$ cat src/hdl/sal_pkg.sv
`default_nettype none

package sal_pkg;

  localparam int SETS     = 64;
  localparam int WAYS     = 4;
  localparam int TAG_BITS = 32;

  localparam int SET_BITS = (SETS > 1) ? $clog2(SETS) : 1;
  localparam int WAY_BITS = (WAYS > 1) ? $clog2(WAYS) : 1;
  localparam int AGE_BITS = WAY_BITS;

  // Stream payload widths (fields packed low first, padded to bytes).
  localparam int IN_W  = 48;
  localparam int OUT_W = 40;

  typedef enum logic [2:0] {
    OP_LOOKUP    = 3'd0,
    OP_SET_STATE = 3'd1,
    OP_TOUCH     = 3'd2,
    OP_CHECK     = 3'd3,
    OP_INSERT    = 3'd4
  } op_t;

  localparam logic [2:0] ST_INVALID  = 3'd0;
  localparam logic [2:0] ST_MODIFIED = 3'd1;
  localparam logic [2:0] ST_OWNED    = 3'd2;
  localparam logic [2:0] ST_SHARED   = 3'd4;

  typedef struct packed {
    logic [TAG_BITS-1:0] tag;
    logic [2:0]          state;
    logic [AGE_BITS-1:0] age;
  } way_t;

  typedef way_t [WAYS-1:0] row_t;

  localparam int ROW_W = $bits(row_t);

  typedef struct packed {
    logic        hit;
    logic [2:0]  line_state;
    logic [31:0] victim_tag;
    logic        writeback_needed;
  } res_t;

  function automatic row_t reset_row();
    row_t r;
    for (int j = 0; j < WAYS; j++) begin
      r[j].tag   = TAG_BITS'(j);
      r[j].state = ST_INVALID;
      r[j].age   = AGE_BITS'(WAYS - 1 - j);
    end
    return r;
  endfunction

  // Set index wraps modulo SETS; constant table over the 6-bit input.
  function automatic logic [SET_BITS-1:0] set_of(logic [5:0] idx);
    logic [SET_BITS-1:0] r;
    r = '0;
    for (int v = 0; v < 64; v++) begin
      if (idx == 6'(v)) r = SET_BITS'(v % SETS);
    end
    return r;
  endfunction

  function automatic logic [TAG_BITS-1:0] tag_in(logic [31:0] t);
    logic [TAG_BITS-1:0] r;
    r = '0;
    for (int i = 0; i < TAG_BITS && i < 32; i++) r[i] = t[i];
    return r;
  endfunction

  function automatic logic [31:0] tag_out(logic [TAG_BITS-1:0] t);
    logic [31:0] r;
    r = '0;
    for (int i = 0; i < TAG_BITS && i < 32; i++) r[i] = t[i];
    return r;
  endfunction

  // Way w becomes most recent; every younger way ages by one.
  function automatic row_t promote(row_t r, logic [WAY_BITS-1:0] w);
    row_t                o;
    logic [AGE_BITS-1:0] a;
    o = r;
    a = r[w].age;
    for (int k = 0; k < WAYS; k++) begin
      if (r[k].age < a) o[k].age = r[k].age + AGE_BITS'(1);
    end
    o[w].age = '0;
    return o;
  endfunction

endpackage

`default_nettype wire

$ cat src/hdl/sal_row_update.sv
`default_nettype none

module sal_row_update (
  input  wire sal_pkg::row_t                  row,
  input  wire sal_pkg::op_t                   op,
  input  wire logic [sal_pkg::TAG_BITS-1:0]   tag,
  input  wire logic [2:0]                     new_state,
  output sal_pkg::row_t                       row_next,
  output sal_pkg::res_t                       res
);
  import sal_pkg::*;

  logic                hit;
  logic [WAY_BITS-1:0] hit_way;
  logic [WAY_BITS-1:0] lru_way;
  logic [2:0]          ns;
  logic [2:0]          vst;
  row_t                r;

  always_comb begin
    hit     = 1'b0;
    hit_way = '0;
    lru_way = '0;
    for (int w = 0; w < WAYS; w++) begin
      if (!hit && row[w].tag == tag) begin
        hit     = 1'b1;
        hit_way = WAY_BITS'(w);
      end
      // ages are a permutation, so exactly one way is the oldest
      if (row[w].age == AGE_BITS'(WAYS - 1)) lru_way = WAY_BITS'(w);
    end

    ns  = (new_state > ST_SHARED) ? ST_INVALID : new_state;
    vst = row[lru_way].state;

    res.hit              = hit;
    res.line_state       = hit ? row[hit_way].state : ST_INVALID;
    res.victim_tag       = tag_out(row[lru_way].tag);
    res.writeback_needed = (vst == ST_MODIFIED) || (vst == ST_OWNED);

    r = row;
    case (op)
      OP_SET_STATE: begin
        if (hit) r[hit_way].state = ns;
      end
      OP_TOUCH: begin
        if (hit) r = promote(row, hit_way);
      end
      OP_INSERT: begin
        if (hit) begin
          r = promote(row, hit_way);
          r[hit_way].state = ns;
        end else begin
          r = promote(row, lru_way);
          r[lru_way].tag   = tag;
          r[lru_way].state = ns;
        end
      end
      default: r = row;
    endcase
    row_next = r;
  end

endmodule

`default_nettype wire

$ cat config.mk
export PLATFORM = sky130hd
export DESIGN_NAME = sal_row_update
export DESIGN_NICKNAME = d
export VERILOG_FILES = /design/src/hdl/sal_pkg.sv /design/src/hdl/sal_row_update.sv
export SDC_FILE = /design/constraint.sdc
export NUM_CORES = 1
export LEC_CHECK = 0
export BUFFER_PORTS_ARGS = -buffer_cell sky130_fd_sc_hd__buf_2
export CAP_MARGIN = 20
export CORE_AREA = 4 4 142 144
export DETAILED_ROUTE_END_ITERATION = 16
export DIE_AREA = 0 0 146 148
export GPL_TIMING_DRIVEN = 1
export SETUP_SLACK_MARGIN = 0.1
export SYNTH_ARGS = -nofsm -noshare
export SYNTH_HDL_FRONTEND = slang
export SYNTH_SLANG_ARGS = --single-unit
$ cat constraint.sdc
create_clock -name vclk -period 8.32
set_input_delay 1.664 -clock vclk [all_inputs]
set_output_delay 1.664 -clock vclk [all_outputs]
set_load 0.05 [all_outputs]
* Word-level counts from Yosys, hierarchy flattened
Index checks and enable logic that the tools add are counted.
Widths: inputs -> output; s select.
** Storage, ports and cells
- Word-level logic and storage cells :: 103
- Output and inout bits :: 185
- Register bits :: 0
- Bits of input ports :: 186
** Cells by class
- Add/subtract/negate cells :: 4
- Equal/unequal tests :: 12
- Muxes and demuxes :: 65
- Reductions and logical operators :: 9
- Magnitude comparators :: 13
** Operator list (count)
- $bwmux 148 :: 7
- $mux 148 :: 3
- $pmux 148 s3 :: 1
- $demux 37 s2 :: 5
- $bmux 37 s2 :: 2
- $eq 32x32->1 :: 4
- $mux 37 :: 2
- $mux 2 :: 34
- $lt 2x2->1 :: 8
- $mux 5 :: 3
- $add 2x1->2 const B :: 4
- $eq 2x2->1 const B :: 3
- $eq 3x1->1 const B :: 2
- $eq 3x2->1 const B :: 2
- $lt 2x3->1 const B :: 2
- $mux 1 :: 6
- $mux 3 :: 2
- $logic_and 1x1->1 :: 5
- $ge 2x1->1 const B :: 2
- $eq 3x3->1 const B :: 1
- $gt 3x3->1 const B :: 1
- $logic_not 1->1 :: 3
- $logic_or 1x1->1 :: 1

* Longest topological paths before layout
- Depth after elaboration :: 21
- Mapped depth :: 18
- Gate-level depth less buffers :: 16

* Least setup slack after synthesis
OpenSTA, ideal clock, no wires.
- Path type :: input to output
- From :: input port tag[11] (netlist bit)
- To :: output port row_next[75] (netlist bit)
- Cell stages on the path :: 15
- Data required time :: 6.656 ns
- Slack :: 0.925 ns
- Path buffers :: 2
- Data arrival time :: 5.731 ns
- Path through :: buf_4 xnor2_1 nand4_1 nor4_1 and4_1 buf_2 nand2_1 a21oi_1 o21ai_0 a222oi_1 ha_1 or2_2 o41ai_1 mux2i_1 o21ai_0
** RTL lines
- start, declared :: RTL line sal_row_update.sv:6 : input wire logic [sal_pkg::TAG_BITS-1:0] tag,
- end, declared :: RTL line sal_row_update.sv:8 : output sal_pkg::row_t row_next,

==> results.toml <==
[place]
port_buffers = 371
gp_congestion = 1.01
dp.final_hpwl_mm = 24.8

[synthesis]
syn_nets = 1038
syn_area_um2 = 6180
synth_area_leaders = "mux2_2 (18%), xnor2_1 (14%), mux2_4 (7.3%)"
synthCells = 840
synth_top_cells_by_count = "mux2_2 (101), xnor2_1 (97), nor2_1 (81), nand2_1 (79), o21ai_0 (61)"
synth.distinct_cells = 65
syn_avg_cell_area_um2 = 7.36
yosysMostFrequentCell = "mux2_2"
yosysTopAreaCell = "mux2_2"
yosys.area.top_type_share = 0.184
ys_seq_area_frac = 0
synth_warnings = 0

[die]
ios = 371
row_count = 50
die-area_um2 = 21600
die_y_um = 148
die_w_um = 146
core_um2 = 18700
start_util = 0.330

[clock_network]
cts.repair.resized = 0
postCtsHoldBufs = 0
post_cts_buffers = 0

[worst_setup_path]
cpPeakStageDelay_ns = 0.74
crit_top_cell = "buf_2"
cp.arrival_ns = 6.18
cp_data_required_time_ns = 6.66
cp-end-kind = "primary output"
cp_cell_sequence = "buf_2, xnor2_1, nand4_1, nor4_1, and4_1, nand2_1, a21oi_1, o21ai_0, a222oi_1, ha_1, nor2_1, a31oi_1, a21boi_0, or2_2, a32o_1, buf_2"
cp_top_family = "compound AO/OA/AOI/OAI gates"
crit_type = "in2out"
cp-start-kind = "primary input"
cp_num_buf_inv = 2
crit_fanout = 8
slowest_stage = "a222oi_1"

[timing]
worst-slew-pin-transition_ns = 0.915
finalHoldViolCount = 0
max_freq_ghz = 0.128
finalSetupViolCount = 0
rsz0062_at_grt = "false"
relSlewSlack = 0.388
fin_crit_ns = 7.84
fin_crit_sh = 0.942
fin_tns_setup_ns = 0
report.final.slew_viol_count = 0

[drt]
drc = 0
vias = 7579
wl_mm = 30.4
routed_wire_length_per_instance_um = 22.1
ant_nets = 0
drtIter0Drc = 480
drtPass1Iterations = 5
via_per_inst = 5.52

[power]
vdd_drop_max_mv = 0.0795
p_per_area_nw_per_um2 = 83.8
p_leak_nw = 3.58

[grt]
grt_max_degree = 80
grt_overflow = 0
grt_use_total = 0.259
grt_pass1_wl_mm = 44.6
grt_pass1_vias = 7326
antenna_found_initial = 6

[layout]
clkbuf_count = 0
area_growth_syn_to_layout_pct = 28.1
regArea_um2 = 0
n_sequential_cell = 0
multi_input_area_um2 = 5660
fin_nets = 1336
num-fill-cells = 1996
post-route-util = 0.423
layout-drive-gt1-share = 0.471

[outcome]
outcome = "finished clean"

[hold_path]
hp-class = "in2out"

[flow_run]
cap_violations = 0
[kinds of logic (layout without fill, tap and decap cells)]
family / after synthesis / after routing / share of synthesized area
simple gates: 253 / 253 / 0.195
compound gates: 178 / 178 / 0.181
xor+xnor: 130 / 130 / 0.184
buf+inv: 92 / 388 / 0.0869
mux: 175 / 175 / 0.328
fa+ha+maj: 12 / 12 / 0.0243
other cells: 0 / 4 / 0
[metal layers]
metal  vias to the layer above  track usage  wire length, µm
met5                         -            0               15
met1                      3514        0.313            11600
li1                       3624            -                -
met2                       393        0.479            15400
met3                        44       0.0503             2720
met4                         4       0.0466              657
[tightest hold or removal path, stage by stage]
cell,delay (ns)
buf_2,0.12
nand2_1,0.05
o21ai_0,0.06
buf_2,0.21
[metrics by stage]
| step | std cells | hold slack (ns) | setup WS, ns | instance area [µm²] | total power [mW] |
|---|---|---|---|---|---|
| detailed placement | 1370 | 3.77 | 0.604 | 7910 | 0.661 |
| finish | 1374 | 3.78 | 0.479 | 7920 | 0.663 |
| CTS | 1370 | 3.78 | 0.574 | 7910 | 0.663 |
| global placement | 1370 | 3.77 | 0.787 | 7910 | 0.661 |
| floorplan | 840 | 3.55 | 0.925 | 6180 | 0.477 |
| global route | 1372 | 3.79 | 0.225 | 7910 | 0.702 |
[cell type report]
class | count | share of cell area
Antenna cell | 4 | 0.00126
Multi-Input combinational cell | 748 | 0.715
Tap cell | 234 | 0.0370
Inverter | 8 | 0.00379
Timing Repair Buffer | 380 | 0.243
[final timing paths]
kind	from	endpoint	depth (start not counted)
setup / recovery	tag[31]	row_next[37]	16
hold / removal	row[129]	res[14]	4
[cell usage in the layout (no fill, tap or decap), drive strengths merged, types with 8 or more instances in the layout]
master,n
buf,380
mux2,131
xnor2,97
nor2,82
nand2,79
o21ai,61
a21oi,56
mux2i,44
xor2,33
nand4,28
nor4,13
ha,12
nand3,10
nor3,9
a22oi,8
inv,8
[report_power, final]
group	switching, mW	internal, mW	leakage, nW
Clock	0	0.0000000643	0.0000254
Combinational	0.462	0.201	3.58
Sequential	0	0	0
Total	0.462	0.201	3.58
Note: power is estimated with default switching activity, not from simulation.
