===== config.mk =====
export PLATFORM = sky130hd
export DESIGN_NAME = sal_ram
export DESIGN_NICKNAME = d
export VERILOG_FILES = /design/src/hdl/sal_ram.sv
export SDC_FILE = /design/constraint.sdc
export NUM_CORES = 1
export LEC_CHECK = 0
export BUFFER_PORTS_ARGS = -buffer_cell sky130_fd_sc_hd__buf_2
export CORE_MARGIN = 3
export CORE_UTILIZATION = 50
export CTS_BUF_LIST = sky130_fd_sc_hd__clkbuf_4 sky130_fd_sc_hd__clkbuf_8
export DETAILED_ROUTE_END_ITERATION = 7
export PLACE_DENSITY = 0.64
export SETUP_SLACK_MARGIN = 0.4
export SLEW_MARGIN = 20
export SYNTH_ARGS = -nofsm -noshare
export SYNTH_HDL_FRONTEND = slang
export SYNTH_SLANG_ARGS = --single-unit

===== constraint.sdc =====
create_clock -name clk -period 3.2 [get_ports clk]
set_input_delay 0.48 -clock clk [delete_from_list [all_inputs] [get_ports clk]]
set_output_delay 0.48 -clock clk [all_outputs]
set_load 0.05 [all_outputs]

===== src/hdl/sal_ram.sv =====
`default_nettype none

module sal_ram #(
  parameter int WIDTH = 8,
  parameter int DEPTH = 16
) (
  input  wire logic                             clk,
  input  wire logic                             we,
  input  wire logic [$clog2(DEPTH > 1 ? DEPTH : 2)-1:0] waddr,
  input  wire logic [WIDTH-1:0]                 wdata,
  input  wire logic                             re,
  input  wire logic [$clog2(DEPTH > 1 ? DEPTH : 2)-1:0] raddr,
  output logic      [WIDTH-1:0]                 rdata
);

  logic [WIDTH-1:0] mem [DEPTH];

  always_ff @(posedge clk) begin
    if (we) mem[waddr] <= wdata;
    if (re) rdata <= mem[raddr];
  end

endmodule

`default_nettype wire


## After elaboration in Yosys (flattened, before gate mapping)

Memories as Yosys holds them, arrays and structs flattened. A register that Yosys moved wholly into a read port is not among the register bits.
Cells that the tools add are included.

- Flip-flop bits (word level): 0
- Bits in writable memories: 128
- Input bits: 19
- Output and inout bits: 8
- Logic and storage cells: 3
- Memories: 1

- Multiplexer cells: 2

Memories:

| memory | depth | bits a word | rd ports | clocked after memory_dff | wr ports | RTL line | text |
|---|---|---|---|---|---|---|---|
| mem | 16 | 8 | 1 | 1 | 1 | 16 | `logic [WIDTH-1:0] mem [DEPTH];` |

Operators with widths:

| cell | number |
|---|---|
| two-way mux 1 bit | 2 |

## Longest topological paths before layout

Gate-level depths: netlist of run 1.

- Word-level depth: 2
- Mapped depth: 5
- Depth with buffers taken out: 3

## Worst setup path after synthesis of run 1

Ideal clock, no wire load.

- Kind: input port to flip-flop
- From: input waddr[2] (netlist bit)
- To: memory mem[0][0] (enable)
- Library setup time: 383 ps
- Arrival: 1590 ps
- Required time: 2817 ps
- Path slack: 1227 ps
- Stages: 2
- Path buffers: 0
- Cells stage by stage: or3b_2 -> nor3_1

RTL lines:

| item | RTL line | text |
|---|---|---|
| from (decl) | 9 | `input wire logic [$clog2(DEPTH > 1 ? DEPTH : 2)-1:0] waddr,` |
| to (decl) | 16 |  |

No word-level cell before the write port.

==> metrics, run 1 <==
top post-synthesis cells by area=edfxtp_1 78%, mux4_2 7.8%, mux4_1 7.0%; power per cell area=around 600 nW/um^2; final setup violating endpoints=0; Synth area leader=edfxtp_1; Worst Setup End Kind=flop; critical-path maximum fanout=21; Post-Synth XOR/XNOR Area=0%; drt wl/cell=23.4 um; status=completed; H-tree depth=4; hpwl dp=between 6000 and 7000 um; final hold violation count=0; EDFF count, synth=136; HP Class=in2reg; initial drt markers=around 160; CP max-delay cell=mux4_2; Setup WS post-layout=roughly 1.3 ns; Finished Core Util=59.3%; Slew @ Worst Pin=between 0.9 and 1 ns; mux contribution to synthesized area=around 15%; worst path cell trace=buf_2 -> buf_12 -> mux4_2 -> a22oi_1 -> nand2_1; min-delay src=wdata[4]; number of global-route vias before repair=approximately 2400; I/O pin count=27; fmax=0.537 GHz; max_cap viols=0; R2R depth=3; row count=36; crit share post-route=between 50% and 60%; nets=a little under 300; Setup Skew=roughly 0.009 ns; fill count=735; crit path from=raddr[0]; DR pass1 iterations=4; Vias/cell=5.76; share of the yosys chip area belonging to registers=78.1%; Die Span X=108 um; Final Max Tran Viols=0; Avg Cell Area, Syn=~23 um^2; Clock Sinks=approximately 140; Post-Syn Instances=about 230; Simple-Gate Fraction of Synth Area=3.14%; post-CTS sizing=0; crit path time final=around 1.9 ns; post-CTS setup buffer count=0; FF+latch count, synth=between 100 and 150; Die ar.=11700 um^2; CP Data Arrival Time=between 2 and 2.5 ns; unrepaired setup endpoints after global routing=false; Slew HR=39.2%; largest net degree at the start of global routing=22; setup TNS=0 ns; CTS Buffer Depth=2; Clock Latency Late Sink=about 0.43 ns; clock buffer count from CTS=17; reg2reg start=mem[0][3]$_DFFE_PP_; CTS Root Cell=clkbuf_8; Post-synth top flop=edfxtp_1; Pleak=0.00195 uW; pre-CTS setup slack=~0.89 ns; Synth top cells by count=136 x edfxtp_1, 18 x mux4_2, 16 x a22oi_1; layout cells sized above 1=28.9%; Synth Area in Adders=0%; CTS tree=done; Remaining DRCs=0; largest family of logic cells by synthesized area=multiplexers; reg2reg setup slack=1.63 ns; Total GRT Usage=a little under a fifth; Worst VDD drop=0.000246 V; Ys Warns=0; DRT Wirelength=just under 10000 um; Mapped Nets=between 200 and 250; core area=9950 um^2; most common cell in the netlist=edfxtp_1; startpoint types=input pin; Yosys cell types=18; crit path capture=rdata[7]$_DFFE_PP_; post-detailed-route count of antenna-violating nets=0; # diodes=0; port buffer count=26; share of synthesized flip-flops with an asynchronous set or reset=0%; first-pass GRT wire length=14800 um; Synth Area in Compound Gates=under 10%; critical path buffer and inverter count=2; worst path required time=around 3.4 ns; critical path's largest stage delay=0.52 ns; Die H=108 um; worst reg2reg path endpoint=rdata[3]$_DFFE_PP_; global route total overflow=0; Crit. path cell count=5; Placed Instance Area=about 5500 um^2; Post-CTS Hold Fix Bufs=0; clock-pin slew on the worst setup and hold paths=0.08 ns; Netlist Area Pre-Place=5230 um^2; Layout area overhead=12.9%; Yosys top cell area share=about four fifths; initial antenna violation count=0; crit path kind=in2reg; post-route cell area=5900 um^2; gpl congestion=between 0.7 and 0.8; critical path's top delay family=buffers and inverters; Initial Util=~53%; Vias=between 2000 and 2500
## metrics by stage
step           hold slack [ns]  std cells  total power (uW)
5_1_grt                  0.422        420              3650
3_3_place_gp             0.731        388              2260
3_5_place_dp             0.739        388              2260
2_1_floorplan            0.579        229              2180
6_report                 0.426        420              3540
4_1_cts                  0.410        420              3560
## power breakdown
part           switching [uW]  internal [uW]
Sequential               10.0           2010
Combinational             132           73.8
Clock                     630            689
## state kept, by name (all words and copies together) (netlist names)
name and flops:
rdata 8, mem 128
## cell usage in the layout, fill, tap and decap left out
master      synthesis  layout
and2b_1             1       1
nor2_1             13      13
buf_2               3      26
nand3b_1            2       2
clkinvlp_4          0       3
clkinv_1            0       4
nor2b_1             1       1
clkinv_2            0       2
and2_1              1       1
buf_4               1       9
mux4_2             18      18
or3b_2              1       1
clkbuf_4            0       1
nor3_1              4       4
buf_12              0       1
a22oi_1            16      16
mux4_1             14      14
nand2b_1            2       2
clkinv_4            0       3
nand3_1             1       1
bufinv_16           0       2
clkbuf_8            0      17
edfxtp_1          136     136
nand2_1             9       9
## cell families after synthesis
| logic type | after synthesis |
|---|---|
| AOI/OAI and AO/OA | 16 |
| buffers and inverters | 10 |
| DFF | 136 |
| muxes | 32 |
| and+or+nand+nor | 35 |
## layer usage
layer | part of all wire [%] | vias to the layer above | wire length [um] | GRT usage (%)
met1 | 46 | 1283 | 4540 | 27.1
met3 | 4.2 | 7 | 417 | 4.66
met5 | 0 | - | 0 | 0
met4 | 1.1 | 0 | 104 | 5.95
met2 | 49 | 62 | 4770 | 27.4
li1 | - | 1068 | - | -
## worst min path at each step
stage	end	slack (ns)	depth (start not counted)
floorplan	mem[0][0]$_DFFE_PP_	0.58	0
global route	rdata[6]$_DFFE_PP_	0.42	1
detailed placement	rdata[3]$_DFFE_PP_	0.74	3
CTS	mem[9][4]$_DFFE_PP_	0.41	1
global placement	rdata[3]$_DFFE_PP_	0.73	3
finish	mem[9][4]$_DFFE_PP_	0.43	1
## final cells by class
cell class / count / area [um^2] / share of cell area (%)
sequential: 136 / 4080 / 69.2
timing repair buffer: 36 / 218 / 3.69
clock inverter: 14 / 134 / 2.27
tap: 133 / 166 / 2.82
clock buffer: 18 / 241 / 4.09
multi-input combinational: 83 / 1060 / 17.9
(Power assumes the default switching activity.)
==> run 2: changes to the inputs <==
--- a/config.mk
+++ b/config.mk
@@ -5,12 +5,13 @@
 export SDC_FILE = /design/constraint.sdc
 export NUM_CORES = 1
 export LEC_CHECK = 0
+export ABC_AREA = 1
 export BUFFER_PORTS_ARGS = -buffer_cell sky130_fd_sc_hd__buf_2
 export CORE_MARGIN = 3
 export CORE_UTILIZATION = 50
 export CTS_BUF_LIST = sky130_fd_sc_hd__clkbuf_4 sky130_fd_sc_hd__clkbuf_8
 export DETAILED_ROUTE_END_ITERATION = 7
-export PLACE_DENSITY = 0.64
+export PLACE_DENSITY = 0.67
 export SETUP_SLACK_MARGIN = 0.4
 export SLEW_MARGIN = 20
 export SYNTH_ARGS = -nofsm -noshare
==> constraint.sdc (replaced) <==
create_clock -name clk -period 1.7 [get_ports clk]
set_input_delay 0.255 -clock clk [delete_from_list [all_inputs] [get_ports clk]]
set_output_delay 0.255 -clock clk [all_outputs]
set_load 0.05 [all_outputs]
==> run 2 against run 1 <==
Flip-flop and latch count is the same. First-iteration DRC count grew to 3.0 times the previous value. Die area grew 11%. Routed wire length increased by 30%. Sequential power rose by 88%. Critical path type is now reg2out. Largest power group unchanged.
==> metrics, run 2 <==
status=completed; Clock power frac=34.5% (-2.7 points); drt wl/cell=17.1 um (-27%); Vias/cell=5.25 (-8.9%); Die H=114 um (+5.4%); critical path buffer and inverter count=1 (-1); crit path from=rdata[0]$_DFFE_PP_; startpoint types=flop; Avg Cell Area, Syn=10.6 um^2 (-54%); hold slack=0.174 ns (-0.252 ns); initial drt markers=480 (+200%); Setup Skew=0.0111 ns (+0.00215 ns); crit path kind=reg2out; hpwl dp=8050 um (+28%); layout cells sized above 1=13.0% (-16 points); Vias=3928 (+62%); CTS tree=done; Largest Register=mem; row count=38 (+5.6%); Gate power share=7.9% (+2.1 points); gpl congestion=0.834 (+15%); reg2reg start=mem[11][1]$_DFFE_PP_; Simple-Gate Fraction of Synth Area=20.8% (+18 points); port buffer count=26 (unchanged); FF+latch count, synth=136 (unchanged); initial antenna violation count=0 (unchanged); critical path's largest stage delay=0.43 ns (-0.09 ns); Post-CTS Hold Fix Bufs=0 (unchanged); # diodes=0 (unchanged); Mapped Nets=570 (+130%); Total GRT Usage=21.1% (+2.7 points); Finished Core Util=58.9% (-0.34 points); HP Class=in2reg; worst path cell trace=buf_6; DR pass1 iterations=7 (+3); global route total overflow=0 (unchanged); Netlist Area Pre-Place=5850 um^2 (+12%); setup TNS=0 ns (unchanged); Post-synth top flop=edfxtp_1; Largest regs=mem (128), rdata (8); share of synthesized flip-flops with an asynchronous set or reset=0% (unchanged); commonest non-fill, non-tap cell in the layout=nand2_1; DRT Wirelength=12800 um (+30%); Pleak=0.00284 uW (+46%); CTS Root Cell=clkbuf_8; crit path time final=1.29 ns; Synth top cells by count=173 x nand2_1, 136 x edfxtp_1, 100 x inv_1; Initial Util=52.6% (about the same); Slew @ Worst Pin=0.572 ns (-0.337 ns); final setup violating endpoints=0 (unchanged); Clock Sinks=136 (unchanged); first-pass GRT wire length=20200 um (+36%); CP max-delay cell=edfxtp_1; fmax=between 0.7 and 0.8 GHz; Crit. path cell count=1 (-4); largest family of logic cells by synthesized area=simple AND/OR/NAND/NOR gates; largest net degree at the start of global routing=49 (+120%); I/O pin count=27 (unchanged); highest-count cells in the layout ignoring fill and taps=173 x nand2_1, 136 x edfxtp_1, 100 x inv_1, 97 x nand3_1, 26 x buf_4; Yosys cell types=11 (-7); switch share=23.5% (+1.7 points); power per cell area=1010 nW/um^2 (+68%); Slew HR=61.8% (+23 points); most common cell in the netlist=nand2_1; Final Max Tran Viols=0 (unchanged); Synth Area in Compound Gates=0% (-2.3 points); crit share post-route=76.0%; reg2reg setup slack=0.55 ns (-1.08 ns); clock-pin slew on the worst setup and hold paths=0.08 ns (about the same); CTS Buffer Depth=2 (unchanged); Ys Warns=0 (unchanged); max FFs per register=128 (unchanged); Die ar.=13000 um^2 (+11%); worst reg2reg path endpoint=rdata[1]$_DFFE_PP_; unrepaired setup endpoints after global routing=true; Layout area overhead=12.2%; worst path required time=1.44 ns (-1.93 ns); Placed Instance Area=6190 um^2 (+12%); clock buffer count from CTS=17 (unchanged); core area=11100 um^2 (+12%); critical path's top delay family=flip-flops; H-tree depth=4 (unchanged); number of global-route vias before repair=3617 (+48%); EDFF count, synth=136 (unchanged); post-CTS setup buffer count=0 (unchanged); Remaining DRCs=0 (unchanged); final hold violation count=0 (unchanged); crit path capture=rdata[0]; min-delay src=re; Post-Syn Instances=551 (+140%); part of the power in registers=57.6% (+0.7 points); max_cap viols=0 (unchanged); Clock Latency Late Sink=0.44 ns (about the same); share of the yosys chip area belonging to registers=69.8% (-8.3 points); Synth area leader=edfxtp_1; Net Switching=1550 uW (+100%); nets=616 (+110%); Power Total=6590 uW (+86%); R2R depth=6 (+3); mux contribution to synthesized area=0% (-15 points); internal power=5050 uW (+82%); Worst Setup End Kind=primary output; top post-synthesis cells by area=edfxtp_1 70%, nand2_1 11%, nand3_1 8.3%; post-detailed-route count of antenna-violating nets=0 (unchanged); Synth Area in Adders=0% (unchanged); Yosys top cell area share=69.8% (-8.3 points); Die Span X=114 um (+5.4%); post-route cell area=6560 um^2 (+11%); Post-Synth XOR/XNOR Area=0% (unchanged); Worst VDD drop=0.000526 V (+110%); critical-path maximum fanout=1 (-95%); CP Data Arrival Time=1.04 ns (-0.99 ns)
-- run 2: changes by cell type after synthesis, moves of 4 or more --
| cell | previous run | this run |
|---|---|---|
| nand2_1 | 9 | 173 |
| inv_1 | 0 | 100 |
| nand3_1 | 1 | 97 |
| mux4_2 | 18 | 0 |
| a22oi_1 | 16 | 0 |
| mux4_1 | 14 | 0 |
| buf_2 | 3 | 13 |
| nor2_1 | 13 | 17 |
| nor3_1 | 4 | 0 |
-- run 2: how the worst min path moves through the flow --
stage                                     end  slack [ns]  cells after the start
after floorplan           mem[0][0]$_DFFE_PP_        0.35                      0
final                      rdata[6]$_DFFE_PP_        0.17                      1
after detailed placement   rdata[1]$_DFFE_PP_        0.62                      1
after global placement     rdata[5]$_DFFE_PP_        0.62                      1
after global routing       rdata[6]$_DFFE_PP_        0.14                      1
after CTS                  rdata[6]$_DFFE_PP_        0.15                      1
-- run 2: routing by layer --
metal / up-vias / share of wire, % / GRT usage [%]
met4: 0 / 1.6 / 5.78
met3: 17 / 7.7 / 6.18
met2: 165 / 46 / 31.4
met1: 1877 / 45 / 30.5
li1: 1869 / - / -
met5: - / 0 / 0
-- run 2: power groups by stage --
stage	clock [uW]	sequential, uW	combinational [uW]
4_1_cts	2320	3800	520
2_1_floorplan	0	3920	265
3_5_place_dp	0	3870	506
6_report	2270	3800	521
3_3_place_gp	0	3870	500
5_1_grt	2480	3800	575
-- run 2: repair_timing --
item                                   in CTS  in global routing
resized for setup                          11                  5
endpoints found under the hold margin       0                  0
setup endpoints to repair                   6                  8
-- run 2: logic make-up after synthesis --
group | Yosys count
buf+inv | 126
flops | 136
simple gates | 289
-- run 2: layout make-up --
cell class | instances | area (um^2)
fill | 948 | 4570
sequential | 136 | 4080
multi-input combinational | 289 | 1210
inverter | 102 | 383
timing repair buffer | 51 | 373
clock buffer | 18 | 241
tap | 140 | 175
clock inverter | 12 | 87.6
-- run 2: metrics by stage --
stage                     std cells  setup WS (ns)
after CTS                       748          0.385
after floorplan                 551          0.494
after global routing            748          0.361
after detailed placement        718          0.242
final                           748          0.407
after global placement          718          0.249
